===== config.mk =====
export PLATFORM = sky130hd
export DESIGN_NAME = life_generation_step_flat
export DESIGN_NICKNAME = d
export VERILOG_FILES = /design/src/hdl/lgs_pkg.sv /design/src/hdl/lgs_req_if.sv /design/src/hdl/lgs_rsp_if.sv /design/src/hdl/lgs_cell.sv /design/src/hdl/lgs_popcnt.sv /design/src/hdl/life_generation_step.sv /design/src/flat_wrapper.sv
export SDC_FILE = /design/constraint.sdc
export NUM_CORES = 2
export LEC_CHECK = 0
export BUFFER_PORTS_ARGS = -buffer_cell sky130_fd_sc_hd__buf_2
export CAP_MARGIN = 20
export CORE_ASPECT_RATIO = 1.1
export CORE_MARGIN = 2
export CORE_UTILIZATION = 50
export CTS_CLUSTER_DIAMETER = 80
export DETAILED_ROUTE_END_ITERATION = 6
export HOLD_SLACK_MARGIN = 0.06
export PLACE_DENSITY_LB_ADDON = 0.3
export SLEW_MARGIN = 40
export SYNTH_ARGS = -nofsm -noshare
export SYNTH_HDL_FRONTEND = slang
export SYNTH_SLANG_ARGS = --single-unit

===== constraint.sdc =====
create_clock -name clock -period 25.1 [get_ports clock]
set_input_delay 1.255 -clock clock [delete_from_list [all_inputs] [get_ports clock]]
set_output_delay 1.255 -clock clock [all_outputs]
set_load 0.01 [all_outputs]

===== src/hdl/lgs_pkg.sv =====
// shared types and constants for the life generation step block
`default_nettype none

package lgs_pkg;

   localparam int ROW_WIDTH_DEF = 64;
   localparam int CFG_W = 7;
   localparam logic [CFG_W-1:0] NUM_COLS_RESET = 7'd64;

   localparam int NBR_W = 4;
   localparam logic [NBR_W-1:0] BIRTH_COUNT = 4'd3;
   localparam logic [NBR_W-1:0] SURVIVE_MIN = 4'd2;

   localparam int GROUP = 8;
   localparam int GROUP_CNT_W = 4;

   typedef struct packed {
      logic up;
      logic mid;
      logic down;
   } col_bits_type;

   typedef struct packed {
      logic issue;
      logic upd;
      logic shift;
      logic take;
      logic row_mid;
      logic row_down;
   } cell_ctrl_type;

endpackage

`default_nettype wire


===== src/hdl/lgs_req_if.sv =====
// input channel: one grid row per item
`default_nettype none

interface lgs_req_if #(
   parameter int ROW_WIDTH = lgs_pkg::ROW_WIDTH_DEF
);
   logic                 valid;
   logic                 ready;
   logic [ROW_WIDTH-1:0] row_bits;
   logic                 last_row;

   modport source (output valid, output row_bits, output last_row, input ready);
   modport sink (input valid, input row_bits, input last_row, output ready);
endinterface

`default_nettype wire


===== src/hdl/lgs_rsp_if.sv =====
// result channel: one next-generation row per item
`default_nettype none

interface lgs_rsp_if #(
   parameter int ROW_WIDTH = lgs_pkg::ROW_WIDTH_DEF,
   parameter int CNT_W = $clog2(ROW_WIDTH + 1)
);
   logic                 valid;
   logic                 ready;
   logic [ROW_WIDTH-1:0] next_row;
   logic [CNT_W-1:0]     births;
   logic [CNT_W-1:0]     deaths;
   logic                 last;

   modport source (output valid, output next_row, output births, output deaths,
                   output last, input ready);
   modport sink (input valid, input next_row, input births, input deaths,
                 input last, output ready);
endinterface

`default_nettype wire


===== src/hdl/lgs_cell.sv =====
// one grid column: holds the two pending rows and applies the b3/s23 rule
`default_nettype none

module lgs_cell (
   input  wire logic                  clock,
   input  wire logic                  reset,
   input  wire lgs_pkg::cell_ctrl_type ctrl,
   input  wire logic                  row_bit,
   input  wire logic                  live,
   input  wire lgs_pkg::col_bits_type left,
   input  wire lgs_pkg::col_bits_type right,
   output lgs_pkg::col_bits_type      own,
   output logic                       next_bit,
   output logic                       born_bit,
   output logic                       died_bit
);

   localparam int NW = lgs_pkg::NBR_W;

   logic          above_ff;
   logic          above_in;
   logic          middle_ff;
   logic          middle_in;
   logic          next_ff;
   logic          born_ff;
   logic          died_ff;
   logic          up_b;
   logic          mid_b;
   logic          down_b;
   logic [NW-1:0] cnt;
   logic          nx;

   always_comb begin
      up_b   = ctrl.row_mid ? 1'b0 : above_ff;
      mid_b  = ctrl.row_mid ? row_bit : middle_ff;
      down_b = ctrl.row_down ? row_bit : 1'b0;
      own.up   = up_b & live;
      own.mid  = mid_b & live;
      own.down = down_b & live;
      cnt = NW'(left.up) + NW'(left.mid) + NW'(left.down)
          + NW'(right.up) + NW'(right.mid) + NW'(right.down)
          + NW'(own.up) + NW'(own.down);
      nx = live & ((cnt == lgs_pkg::BIRTH_COUNT) |
                   (own.mid & (cnt == lgs_pkg::SURVIVE_MIN)));
      above_in  = ctrl.shift ? middle_ff : 1'b0;
      middle_in = ctrl.take ? row_bit : 1'b0;
   end

   always_ff @(posedge clock) begin
      if (reset) begin
         above_ff  <= 1'b0;
         middle_ff <= 1'b0;
      end else if (ctrl.upd) begin
         above_ff  <= above_in;
         middle_ff <= middle_in;
      end
   end

   always_ff @(posedge clock) begin
      if (ctrl.issue) begin
         next_ff <= nx;
         born_ff <= nx & ~own.mid;
         died_ff <= ~nx & own.mid;
      end
   end

   assign next_bit = next_ff;
   assign born_bit = born_ff;
   assign died_bit = died_ff;

endmodule

`default_nettype wire


===== src/hdl/lgs_popcnt.sv =====
// two-stage population count: byte group sums, then their total
`default_nettype none

module lgs_popcnt #(
   parameter int WIDTH = lgs_pkg::ROW_WIDTH_DEF,
   parameter int CNT_W = $clog2(WIDTH + 1)
) (
   input  wire logic             clock,
   input  wire logic [WIDTH-1:0] bits,
   input  wire logic             en_a,
   input  wire logic             en_b,
   output logic      [CNT_W-1:0] count
);

   localparam int G = lgs_pkg::GROUP;
   localparam int GW = lgs_pkg::GROUP_CNT_W;
   localparam int GROUPS = (WIDTH + G - 1) / G;
   localparam int PAD_W = GROUPS * G;

   logic [PAD_W-1:0]  padded;
   logic [GW-1:0]     part_in [GROUPS];
   logic [GW-1:0]     part_ff [GROUPS];
   logic [CNT_W-1:0]  count_in;
   logic [CNT_W-1:0]  count_ff;

   assign padded = PAD_W'(bits);

   always_comb begin
      for (int g = 0; g < GROUPS; g++) begin
         part_in[g] = '0;
         for (int b = 0; b < G; b++) begin
            part_in[g] = part_in[g] + GW'(padded[g*G + b]);
         end
      end
      count_in = '0;
      for (int g = 0; g < GROUPS; g++) begin
         count_in = count_in + CNT_W'(part_ff[g]);
      end
   end

   always_ff @(posedge clock) begin
      if (en_a) begin
         part_ff <= part_in;
      end
      if (en_b) begin
         count_ff <= count_in;
      end
   end

   assign count = count_ff;

endmodule

`default_nettype wire


===== src/hdl/life_generation_step.sv =====
// life_generation_step: one b3/s23 generation over a non-wrapping grid, one row per item
//
// req_chan carries one grid row (row_bits, last_row) per item; rsp_chan returns the
// next-generation row with its birth and death counts and a last flag. csr_we/csr_wdata
// write num_cols, the number of live columns (reset 64); write it only while idle.
// A row column is held in each cell of a chain of ROW_WIDTH cells, which also hold the
// two pending rows and trade their bits with both neighbors.
// The first row of a grid gives no result unless it is last. Each later row gives the
// result for the row above it; a last row after earlier rows gives two results, the
// second with last set, and then blocks the input while it flushes.
// A result moves through the cell stage, the group count stage and the output register
// after the item that completes it is accepted; the flushed last result takes that
// path too. Throughput: one item per cycle unless the receiver stalls, set by the cell row
// which evaluates one row per cycle; a last row also holds the input during its flush.
// Reset (synchronous, active high) empties the pipeline and the pending rows and sets
// num_cols to 64. When the receiver stalls the three stages fill and hold, then
// req_chan.ready drops; the output register holds its item until taken.
`default_nettype none

module life_generation_step #(
   parameter int ROW_WIDTH = lgs_pkg::ROW_WIDTH_DEF
) (
   input  wire logic                          clock,
   input  wire logic                          reset,
   lgs_req_if.sink                            req_chan,
   lgs_rsp_if.source                          rsp_chan,
   input  wire logic                          csr_we,
   input  wire logic [lgs_pkg::CFG_W-1:0]     csr_wdata
);

   localparam int CW = lgs_pkg::CFG_W;
   localparam int CNT_W = $clog2(ROW_WIDTH + 1);

   logic [CW-1:0]         num_cols_ff;
   logic                  held_ff;
   logic                  held_in;
   logic                  flush_ff;
   logic                  flush_in;
   logic                  accept;
   logic                  issue;
   logic                  last_in;
   lgs_pkg::cell_ctrl_type ctrl;

   logic [ROW_WIDTH-1:0]  live_vec;
   lgs_pkg::col_bits_type col [ROW_WIDTH];
   logic [ROW_WIDTH-1:0]  s1_next;
   logic [ROW_WIDTH-1:0]  s1_born;
   logic [ROW_WIDTH-1:0]  s1_died;

   logic                  s1_valid_ff;
   logic                  s1_last_ff;
   logic                  s2_valid_ff;
   logic                  s2_last_ff;
   logic [ROW_WIDTH-1:0]  s2_next_ff;
   logic                  s3_valid_ff;
   logic                  s3_last_ff;
   logic [ROW_WIDTH-1:0]  s3_next_ff;
   logic                  s1_ready;
   logic                  s2_ready;
   logic                  s3_ready;
   logic [CNT_W-1:0]      births_cnt;
   logic [CNT_W-1:0]      deaths_cnt;

   always_ff @(posedge clock) begin
      if (reset) begin
         num_cols_ff <= lgs_pkg::NUM_COLS_RESET;
      end else if (csr_we) begin
         num_cols_ff <= csr_wdata;
      end
   end

   // pipeline handshake
   assign s3_ready = ~s3_valid_ff | rsp_chan.ready;
   assign s2_ready = ~s2_valid_ff | s3_ready;
   assign s1_ready = ~s1_valid_ff | s2_ready;

   assign req_chan.ready = s1_ready & ~flush_ff;
   assign accept = req_chan.valid & req_chan.ready;

   always_comb begin
      issue = (accept & (held_ff | req_chan.last_row)) | (flush_ff & s1_ready);
      last_in = flush_ff | (req_chan.last_row & ~held_ff);
      ctrl.issue    = issue;
      ctrl.upd      = accept | (flush_ff & s1_ready);
      ctrl.shift    = accept & held_ff;
      ctrl.take     = accept & ~(req_chan.last_row & ~held_ff);
      ctrl.row_mid  = ~flush_ff & ~held_ff;
      ctrl.row_down = ~flush_ff & held_ff;
      held_in  = held_ff;
      flush_in = flush_ff;
      if (flush_ff && s1_ready) begin
         held_in  = 1'b0;
         flush_in = 1'b0;
      end else if (accept) begin
         held_in  = ~req_chan.last_row | held_ff;
         flush_in = req_chan.last_row & held_ff;
      end
   end

   always_ff @(posedge clock) begin
      if (reset) begin
         held_ff  <= 1'b0;
         flush_ff <= 1'b0;
      end else begin
         held_ff  <= held_in;
         flush_ff <= flush_in;
      end
   end

   for (genvar c = 0; c < ROW_WIDTH; c++) begin : g_cell
      lgs_pkg::col_bits_type left_bits;
      lgs_pkg::col_bits_type right_bits;

      assign live_vec[c] = (num_cols_ff > CW'(c));

      if (c == 0) begin : g_left_edge
         assign left_bits = '0;
      end else begin : g_left
         assign left_bits = col[c-1];
      end
      if (c == ROW_WIDTH - 1) begin : g_right_edge
         assign right_bits = '0;
      end else begin : g_right
         assign right_bits = col[c+1];
      end

      lgs_cell u_cell (
         .clock    (clock),
         .reset    (reset),
         .ctrl     (ctrl),
         .row_bit  (req_chan.row_bits[c]),
         .live     (live_vec[c]),
         .left     (left_bits),
         .right    (right_bits),
         .own      (col[c]),
         .next_bit (s1_next[c]),
         .born_bit (s1_born[c]),
         .died_bit (s1_died[c])
      );
   end

   always_ff @(posedge clock) begin
      if (reset) begin
         s1_valid_ff <= 1'b0;
         s2_valid_ff <= 1'b0;
         s3_valid_ff <= 1'b0;
      end else begin
         if (s1_ready) begin
            s1_valid_ff <= issue;
         end
         if (s2_ready) begin
            s2_valid_ff <= s1_valid_ff;
         end
         if (s3_ready) begin
            s3_valid_ff <= s2_valid_ff;
         end
      end
   end

   always_ff @(posedge clock) begin
      if (issue) begin
         s1_last_ff <= last_in;
      end
      if (s1_valid_ff && s2_ready) begin
         s2_last_ff <= s1_last_ff;
         s2_next_ff <= s1_next;
      end
      if (s2_valid_ff && s3_ready) begin
         s3_last_ff <= s2_last_ff;
         s3_next_ff <= s2_next_ff;
      end
   end

   lgs_popcnt #(
      .WIDTH (ROW_WIDTH),
      .CNT_W (CNT_W)
   ) u_births (
      .clock (clock),
      .bits  (s1_born),
      .en_a  (s1_valid_ff & s2_ready),
      .en_b  (s2_valid_ff & s3_ready),
      .count (births_cnt)
   );

   lgs_popcnt #(
      .WIDTH (ROW_WIDTH),
      .CNT_W (CNT_W)
   ) u_deaths (
      .clock (clock),
      .bits  (s1_died),
      .en_a  (s1_valid_ff & s2_ready),
      .en_b  (s2_valid_ff & s3_ready),
      .count (deaths_cnt)
   );

   assign rsp_chan.valid    = s3_valid_ff;
   assign rsp_chan.next_row = s3_next_ff;
   assign rsp_chan.births   = births_cnt;
   assign rsp_chan.deaths   = deaths_cnt;
   assign rsp_chan.last     = s3_last_ff;

   a_flush_blocks_input: assert property (@(posedge clock) disable iff (reset)
      flush_ff |-> !req_chan.ready)
      else $error("input taken during flush");

   a_last_sets_flush: assert property (@(posedge clock) disable iff (reset)
      accept && req_chan.last_row && held_ff |=> flush_ff)
      else $error("last row after pending row did not start flush");

   a_flush_issues_last: assert property (@(posedge clock) disable iff (reset)
      flush_ff && s1_ready |=> s1_valid_ff && s1_last_ff && !flush_ff && !held_ff)
      else $error("flush did not issue the last result");

   a_cell_stage_holds: assert property (@(posedge clock) disable iff (reset)
      s1_valid_ff && !s2_ready |=> s1_valid_ff && $stable(s1_next))
      else $error("cell stage lost its row while stalled");

endmodule

`default_nettype wire


===== src/flat_wrapper.sv =====
// flat-port wrapper written by rule: the top's interface ports become plain ports
module life_generation_step_flat 
#(
   parameter int ROW_WIDTH = lgs_pkg::ROW_WIDTH_DEF
)
  (clock, reset, csr_we, csr_wdata, req_chan_valid, req_chan_row_bits, req_chan_last_row, req_chan_ready, rsp_chan_valid, rsp_chan_next_row, rsp_chan_births, rsp_chan_deaths, rsp_chan_last, rsp_chan_ready);
  lgs_req_if #(.ROW_WIDTH(ROW_WIDTH)) req_chan_i ();
  lgs_rsp_if #(.ROW_WIDTH(ROW_WIDTH)) rsp_chan_i ();
  input  wire logic clock;
  input  wire logic reset;
  input  wire logic csr_we;
  input  wire logic [lgs_pkg::CFG_W-1:0] csr_wdata;
  input wire logic [$bits(req_chan_i.valid)-1:0] req_chan_valid;
  input wire logic [$bits(req_chan_i.row_bits)-1:0] req_chan_row_bits;
  input wire logic [$bits(req_chan_i.last_row)-1:0] req_chan_last_row;
  output wire logic [$bits(req_chan_i.ready)-1:0] req_chan_ready;
  output wire logic [$bits(rsp_chan_i.valid)-1:0] rsp_chan_valid;
  output wire logic [$bits(rsp_chan_i.next_row)-1:0] rsp_chan_next_row;
  output wire logic [$bits(rsp_chan_i.births)-1:0] rsp_chan_births;
  output wire logic [$bits(rsp_chan_i.deaths)-1:0] rsp_chan_deaths;
  output wire logic [$bits(rsp_chan_i.last)-1:0] rsp_chan_last;
  input wire logic [$bits(rsp_chan_i.ready)-1:0] rsp_chan_ready;
  assign req_chan_i.valid = req_chan_valid;
  assign req_chan_i.row_bits = req_chan_row_bits;
  assign req_chan_i.last_row = req_chan_last_row;
  assign req_chan_ready = req_chan_i.ready;
  assign rsp_chan_valid = rsp_chan_i.valid;
  assign rsp_chan_next_row = rsp_chan_i.next_row;
  assign rsp_chan_births = rsp_chan_i.births;
  assign rsp_chan_deaths = rsp_chan_i.deaths;
  assign rsp_chan_last = rsp_chan_i.last;
  assign rsp_chan_i.ready = rsp_chan_ready;
  life_generation_step #(.ROW_WIDTH(ROW_WIDTH)) u_core (.clock(clock), .reset(reset), .req_chan(req_chan_i), .rsp_chan(rsp_chan_i), .csr_we(csr_we), .csr_wdata(csr_wdata));
endmodule

# Word level (Yosys, flattened, before mapping)
# Index checks and enable logic that the tools add are counted.
[word_totals] output_inout_bits=81 word_cells=2098 in_bits=77 ff_bits=541
[op_classes] n_reduce_logical=4 bitwise_logic=667 eq_ne=128 order_cmp=64 mux=320 addsub=566
[op_table] cell="$add 4x1->4" n=315
[op_table] cell="$eq 4x2->1 const B" n=128
[op_table] cell="$and 1x1->1" n=460
[op_table] cell="$mux 1" n=320
[op_table] cell="$add 3x1->4" n=79
[op_table] cell="$add 2x1->3" n=79
[op_table] cell="$gt 7x6->1 const B" n=32
[op_table] cell="$add 1x1->2" n=79
[op_table] cell="$not 1->1" n=135
[op_table] cell="$gt 7x5->1 const B" n=16
[op_table] cell="$or 1x1->1" n=72
[op_table] cell="$add 7x4->7" n=8
[op_table] cell="$gt 7x4->1 const B" n=8
[op_table] cell="$gt 7x3->1 const B" n=4
[op_table] cell="$add 6x4->7" n=2
[op_table] cell="$gt 7x1->1 const B" n=2
[op_table] cell="$gt 7x2->1 const B" n=2
[op_table] cell="$add 5x4->6" n=2
[op_table] cell="$add 4x4->5" n=2
[op_table] cell="$logic_and 1x1->1" n=3
[op_table] cell="$reduce_or 2->1" n=1

# Longest topological paths before layout
[logic_depth] depth_word=17 mapped_depth=18 depth_no_buf=15

# Cells and area by module
# From an unflattened synthesis, not the netlist that was laid out.
[hier_totals] hier_cells=3538 area_unflattened_um2=39066.2
[by_module_without_submodules] mod="lgs_cell" n_inst=64 seq_area_each_um2=130.1 cells_each=42 area_per_inst_um2=427.9
[by_module_without_submodules] mod="lgs_popcnt" n_inst=2 seq_area_each_um2=1171.1 cells_each=268 area_per_inst_um2=3291.9
[by_module_without_submodules] mod="life_generation_step" n_inst=1 seq_area_each_um2=4174.0 cells_each=314 area_per_inst_um2=5096.1

# Worst setup path after synthesis
# OpenSTA, ideal clock, no wires.
[synth_path] path_type="input port to flip-flop" from="input port rsp_chan_ready" to="register u_core.s2_last_ff (enable)" required_time_ns=24.285 setup_time_ns=0.815 arrival_ns=10.648 stages=2 slack_ns=13.637 path_buffers=0 cell_sequence="nor2b_1 -> a21boi_0"
[synth_via] elab_chain_cells=3
[synth_lines] element="start, declared" line="flat_wrapper.sv:22" text="input wire logic [$bits(rsp_chan_i.ready)-1:0] rsp_chan_ready;"
[synth_lines] element="$or 1x1->1" line="life_generation_step.sv:73" text="assign s3_ready = ~s3_valid_ff | rsp_chan.ready;"
[synth_lines] element="$or 1x1->1" line="life_generation_step.sv:74" text="assign s2_ready = ~s2_valid_ff | s3_ready;"
[synth_lines] element="$logic_and 1x1->1" line="life_generation_step.sv:164" text="if (s1_valid_ff && s2_ready) begin"
[synth_lines] element="end signal, assigned" line="life_generation_step.sv:165" text="s2_last_ff <= s1_last_ff;"
[synth_lines] element="end, declared" line="life_generation_step.sv:53" text="logic s2_last_ff;"
# No other way between the ends.
# A chain may end at the register's enable or synchronous reset.

# Worst setup path after layout
[layout_path] from="register u_core.flush_ff" to="register u_core.g_cell[10].u_cell.born_ff (data pin)"
[layout_via] elab_chain_cells=16 elab_cells_between_ends=35 cone_classes="add/sub: 7; eq/ne: 2; mux: 9; bitwise: 17"
[layout_lines] element="start, declared" line="life_generation_step.sv:37" text="logic flush_ff;"
[layout_lines] element="start signal, assigned" line="life_generation_step.sv:106" text="flush_ff <= flush_in;"
[layout_lines] element="$not 1->1 *" line="life_generation_step.sv:87, life_generation_step.sv:88"
[layout_lines] element="$and 1x1->1" line="life_generation_step.sv:87" text="ctrl.row_mid = ~flush_ff & ~held_ff;"
[layout_lines] element="$mux 1 (on tied branches)" line="lgs_cell.sv:34, lgs_cell.sv:35"
[layout_lines] element="$and 1x1->1 (on tied branches)" line="lgs_cell.sv:37, lgs_cell.sv:38"
[layout_lines] element="$add 1x1->2" line="lgs_cell.sv:40" text="cnt = NW'(left.up) + NW'(left.mid) + NW'(left.down)"
[layout_lines] element="$add 2x1->3" line="lgs_cell.sv:40"
[layout_lines] element="$add 3x1->4" line="lgs_cell.sv:41" text="+ NW'(right.up) + NW'(right.mid) + NW'(right.down)"
[layout_lines] element="$add 4x1->4 (2 in a row)" line="lgs_cell.sv:41"
[layout_lines] element="$add 4x1->4 (2 in a row)" line="lgs_cell.sv:42" text="+ NW'(own.up) + NW'(own.down);"
[layout_lines] element="$eq 4x2->1" line="lgs_cell.sv:44" text="(own.mid & (cnt == lgs_pkg::SURVIVE_MIN)));"
[layout_lines] element="$and 1x1->1" line="lgs_cell.sv:44"
[layout_lines] element="$or 1x1->1" line="lgs_cell.sv:43" text="nx = live & ((cnt == lgs_pkg::BIRTH_COUNT) |"
[layout_lines] element="$and 1x1->1" line="lgs_cell.sv:43"
[layout_lines] element="$and 1x1->1 *" line="lgs_cell.sv:62" text="born_ff <= nx & ~own.mid;"
[layout_lines] element="end signal, assigned" line="lgs_cell.sv:62"
[layout_lines] element="end, declared" line="lgs_cell.sv:25" text="logic born_ff;"
# Every way passes the cells marked *; elsewhere a longest branch is shown, timed or not.

==> results.md <==
- The run finished, with violations left.
- The final reports fail on design-rule violations.
- The die is 287.7 um tall.
- IR analysis of the VDD net gives a maximum drop of 0.00005628 V.
- The placed instances occupy a cell area of 38380 sq um.
- The category of the critical setup timing path is reg -> reg.
- The part of the total power dissipated in combinational logic is 0.305.
- The post-layout utilization of the core is 0.5557.
- In this run the cell area of the synthesized design comes to 36580 sq um.
- Of the total synthesized cell area, the portion taken by full adders, half adders and majority gates is 0.2790.
- The share of synthesized area in the top cell type comes to 0.3292.
- The post-route cell area is 40430 sq um.
- STA puts the critical path data required time at 25.58 ns.
- Dividing the synthesized area by the synthesized cell count gives 11.09 sq um.
- Overall power consumption after layout is estimated at 2.906 mW.
- The share of power burned in registers is 0.384.
- The minimum hold slack is 0.4027 ns.
- The clock tree from TritonCTS is yes.
- The wire length of the first global-routing pass is 139100 um.
- The clock reaches the later pin of the worst-skew pair after 0.64 ns.
- For this run, the number of Yosys warnings is 0.
- The total half-perimeter wirelength after legalization and detailed placement is 66360 um.
- The length in cells of the worst reg-to-reg path is 14.
- The most frequent cell on the critical path is fa_1.
- The worst-case clock buffer depth is 3.
- The first detailed-routing pass ran for 7 iterations.
- The share of the clock period used by the worst path after layout is 0.2260.
- At the end of routability-driven placement, the weighted congestion stood at 0.8765.
- The cell at the slowest stage of the critical path is buf_4.
- For this design, the sink count on the clock tree is 541.
- The clock root buffer master is clkbuf_16.
- After detailed routing, the number of vias per cell comes to 5.498.
- The proportion of synthesized area in mux cells is 0.02063.
- The count of final max-slew check failures is 0.
- After clock tree synthesis, the clock-pin slew on the worst setup and hold paths is 0.06 ns.
- The post-synthesis compound-gate area fraction came to 0.08668.
- Entering global routing, the biggest net connects 80 pins.
- The synthesized instance count is 3299.
- The synthesized netlist contains 63 unique library cells.
- In this run the static leakage power is 19.30 nW.
- Excluding fillers, the count of instances in the completed layout stands at 4459.
- The xor-xnor portion of the synthesized cell area is 0.004789.
- Hold repair after CTS inserted 0 buffers.
- The part of the Yosys area used for sequential elements is 0.4058.
- The min-delay analysis places its worst path in the category reg -> reg.
- On the final layout, the worst clock skew is 0.02806 ns.
- For this run, the slowest stage of the critical path takes 0.67 ns.
- The post-detailed-route count of antenna-violating nets is 0.
- Setup repair after global routing left no endpoint under its margin.
- The die span in x is 261.9 um.
- For this run, design rule violations remaining after detail routing come to 1.
- The routed length per placed instance is 20.20 um.
- The number of antenna violations at the first check in global routing is 8.
- The critical path goes through buf_4 > nor2_4 > buf_4 > mux2i_1 > nor2_1 > fa_1 > fa_1 > fa_1 > ha_1 > fa_1 > inv_1 > o32ai_1 > nand2_1 > nor3_1.
- The number of endpoints with negative hold slack in the final report is 0.
- In this run the tool buffered the top-level ports with 157 buffer cells.
- OpenSTA, run right after detailed placement, puts the worst setup slack at 19.47 ns.
- The number of buffers and inverters on the critical path is 3.
- The final net count is 4135.
- For this run, asynchronously set or reset flops after synthesis account for 0.
- The category of the worst setup path capture point is a register.
- The combinational family with the most area after synthesis is adder cells.
- Power spread over the standard cell area amounts to 71.88 nW/um^2.
- The switching part of the total power is 0.3244.
- After clock tree synthesis, the repair step resized 0 gates.
- For this design the top-level I/O count stands at 158.
- Sorting the synthesized cells by how often they occur yields 634 x inv_1, 401 x edfxtp_1, 341 x fa_1, 270 x ha_1, 269 x nor2_1.
- The count of cell instances traversed by the critical path is 14.
- In this run the power spent charging and discharging nets is 942.6 uW.
- The initial utilization of the core area, before any placement, comes to 0.5029.
- The minimum period implied by the final worst setup slack is 5.672 ns.
- The sum of negative setup slack is 0 ns.
- For the pin with the worst max-slew slack, the measured transition is 0.9918 ns.
- The final worst slack is 19.43 ns.
- Counting instances, the worst hold path has a depth of 0.
- The cell internal power dissipation is 1.963 mW.
- The die covers 75340 sq um.
- The synthesis-to-finish area growth is 10.51%.
- Data on the critical path arrives at its endpoint at 6.15 ns.
- The worst slew margin relative to its limit is 0.3388.
- Across every metal layer, demand over resource in global routing totals 0.2432.
- After clock tree synthesis, the setup repair step added 0 buffers.
- The number of H-tree levels is 2.
- The commonest register cell after synthesis is edfxtp_1.
- The most common cell in the netlist is inv_1.
- The net count after synthesis is 3987.
- STA classifies the critical path startpoint as a register.
- The final wirelength is 90080 um.
- Yosys mapped a number of flops with a built-in enable equal to 401.
- By area the synthesized netlist is led by edfxtp_1 33%, fa_1 19%, ha_1 9.2%, dfxtp_1 7.7%, inv_1 6.5%.
- Of the cells placed in the final design, the portion with a size suffix greater than 1 is 0.1369.
- Timing would allow up to 176.3 MHz.
- The number of filler instances in the final layout is 6153.
- The post-synthesis register bit count is 541.
- The count of maximum capacitance violations is 0.
- Setup violations remaining at the end of the flow were counted as 0.
- Of all cell types, the one taking the most synthesized area is edfxtp_1.
- The largest fanout of any net on the critical path is 33.
- The remaining global-route overflow is 0.
- The floorplan core area is 72740 sq um.
- Of the total power, the clock network draws 0.311.
- In this design, the largest share of critical-path delay is due to adder cells.
- The starting DRC count in detailed routing is 1829.
- The number of global-route vias before repair is 24870.
- The cell row count is 104.
- The number of clock buffers inserted by TritonCTS is 60.
- The detailed-route via count is 24520.
- The post-synthesis simple-gate area fraction is 0.1243.
- The number of placed cells counting well taps is 4339.
state kept, by name, summed over array words and instances (netlist names), 7 cells and up:
register / count
u_core.u_deaths.count: 7
u_core.u_deaths.part_ff: 32
u_core.g_cell.u_cell.born_bit: 64
u_core.g_cell.u_cell.middle_ff: 64
u_core.rsp_chan.next_row: 64
u_core.g_cell.u_cell.died_bit: 64
u_core.num_cols_ff: 7
u_core.s2_next_ff: 64
u_core.g_cell.u_cell.next_bit: 64
u_core.u_births.part_ff: 32
u_core.u_births.count: 7
u_core.g_cell.u_cell.above_ff: 64
kinds of logic (layout without fill, tap and decap cells):
group | after synthesis | in the layout
multiplexers | 72 | 72
flip-flops | 541 | 541
AO/OA/AOI/OAI | 431 | 431
AND/OR/NAND/NOR | 887 | 887
buffers and inverters | 737 | 937
XOR/XNOR | 20 | 20
adder cells (fa/ha/maj) | 611 | 611
other | 0 | 6
worst register-to-register path, cell delays in order (launching register included):
cell	delay (ns)
dfxtp_2	0.43
buf_4	0.31
nor2_4	0.51
buf_4	0.67
mux2i_1	0.48
nor2_1	0.16
fa_1	0.51
fa_1	0.51
fa_1	0.49
ha_1	0.23
fa_1	0.50
inv_1	0.05
o32ai_1	0.37
nand2_1	0.12
nor3_1	0.16
cell type report:
type | instances | area [sq um] | share of cell area
sequential | 541 | 14850 | 0.3672
tap | 954 | 1194 | 0.02953
multi-input combinational | 2021 | 18920 | 0.4681
timing repair buffer | 186 | 1039 | 0.02569
antenna | 6 | 15.01 | 0.0003714
inverter | 637 | 2391 | 0.05915
clock buffer | 70 | 1592 | 0.03937
clock inverter | 44 | 425.4 | 0.01052
metal layers:
layer / wire, um / global-route usage / vias to the layer above / share of wire
li1: - / - / 11370 / -
met1: 37500 / 0.3239 / 12170 / 0.42
met2: 42050 / 0.3958 / 794 / 0.47
met3: 6695 / 0.04138 / 188 / 0.074
met4: 3820 / 0.09873 / 2 / 0.042
met5: 11 / 0 / - / 0.00012
cell usage in the layout, fill, tap and decap left out, types with 16 or more instances in the layout:
master	count
nor2_1	267
a22oi_2	60
clkinv_2	19
fa_1	341
dfxtp_1	139
a21oi_1	115
nand2b_1	18
o21ai_0	63
mux2_2	27
buf_2	156
nand2_1	127
o32ai_1	25
nand3b_1	21
and2_0	25
nand3_1	108
edfxtp_1	401
nor2b_1	39
buf_4	23
nor2_2	61
ha_1	270
a21o_1	39
or2_2	24
mux2i_1	45
inv_1	634
clkbuf_16	62
nand4b_1	26
a22oi_1	68
o21a_1	16
nor3_1	35
and3_1	85
power groups by stage:
stage / clock network, mW / logic [mW] / registers, mW
floorplan: 0 / 0.634 / 1.14
global placement: 0 / 0.852 / 1.13
detailed placement: 0 / 0.888 / 1.13
CTS: 0.925 / 0.895 / 1.12
global route: 0.956 / 1.03 / 1.12
finish: 0.905 / 0.886 / 1.12
worst paths after layout:
path	startpoint	slack, ns	to
worst min register to register	u_core.s2_next_ff[47]$_DFFE_PP_	0.40	u_core.rsp_chan.next_row[47]$_DFFE_PP_
worst min-delay path	u_core.s2_next_ff[47]$_DFFE_PP_	0.40	u_core.rsp_chan.next_row[47]$_DFFE_PP_
worst max register to register	u_core.flush_ff$_SDFFE_PP0P_	19.43	u_core.g_cell[10].u_cell.born_bit$_DFFE_PP_
worst max-delay path	u_core.flush_ff$_SDFFE_PP0P_	19.43	u_core.g_cell[10].u_cell.born_bit$_DFFE_PP_
(Power assumes the default switching activity.)
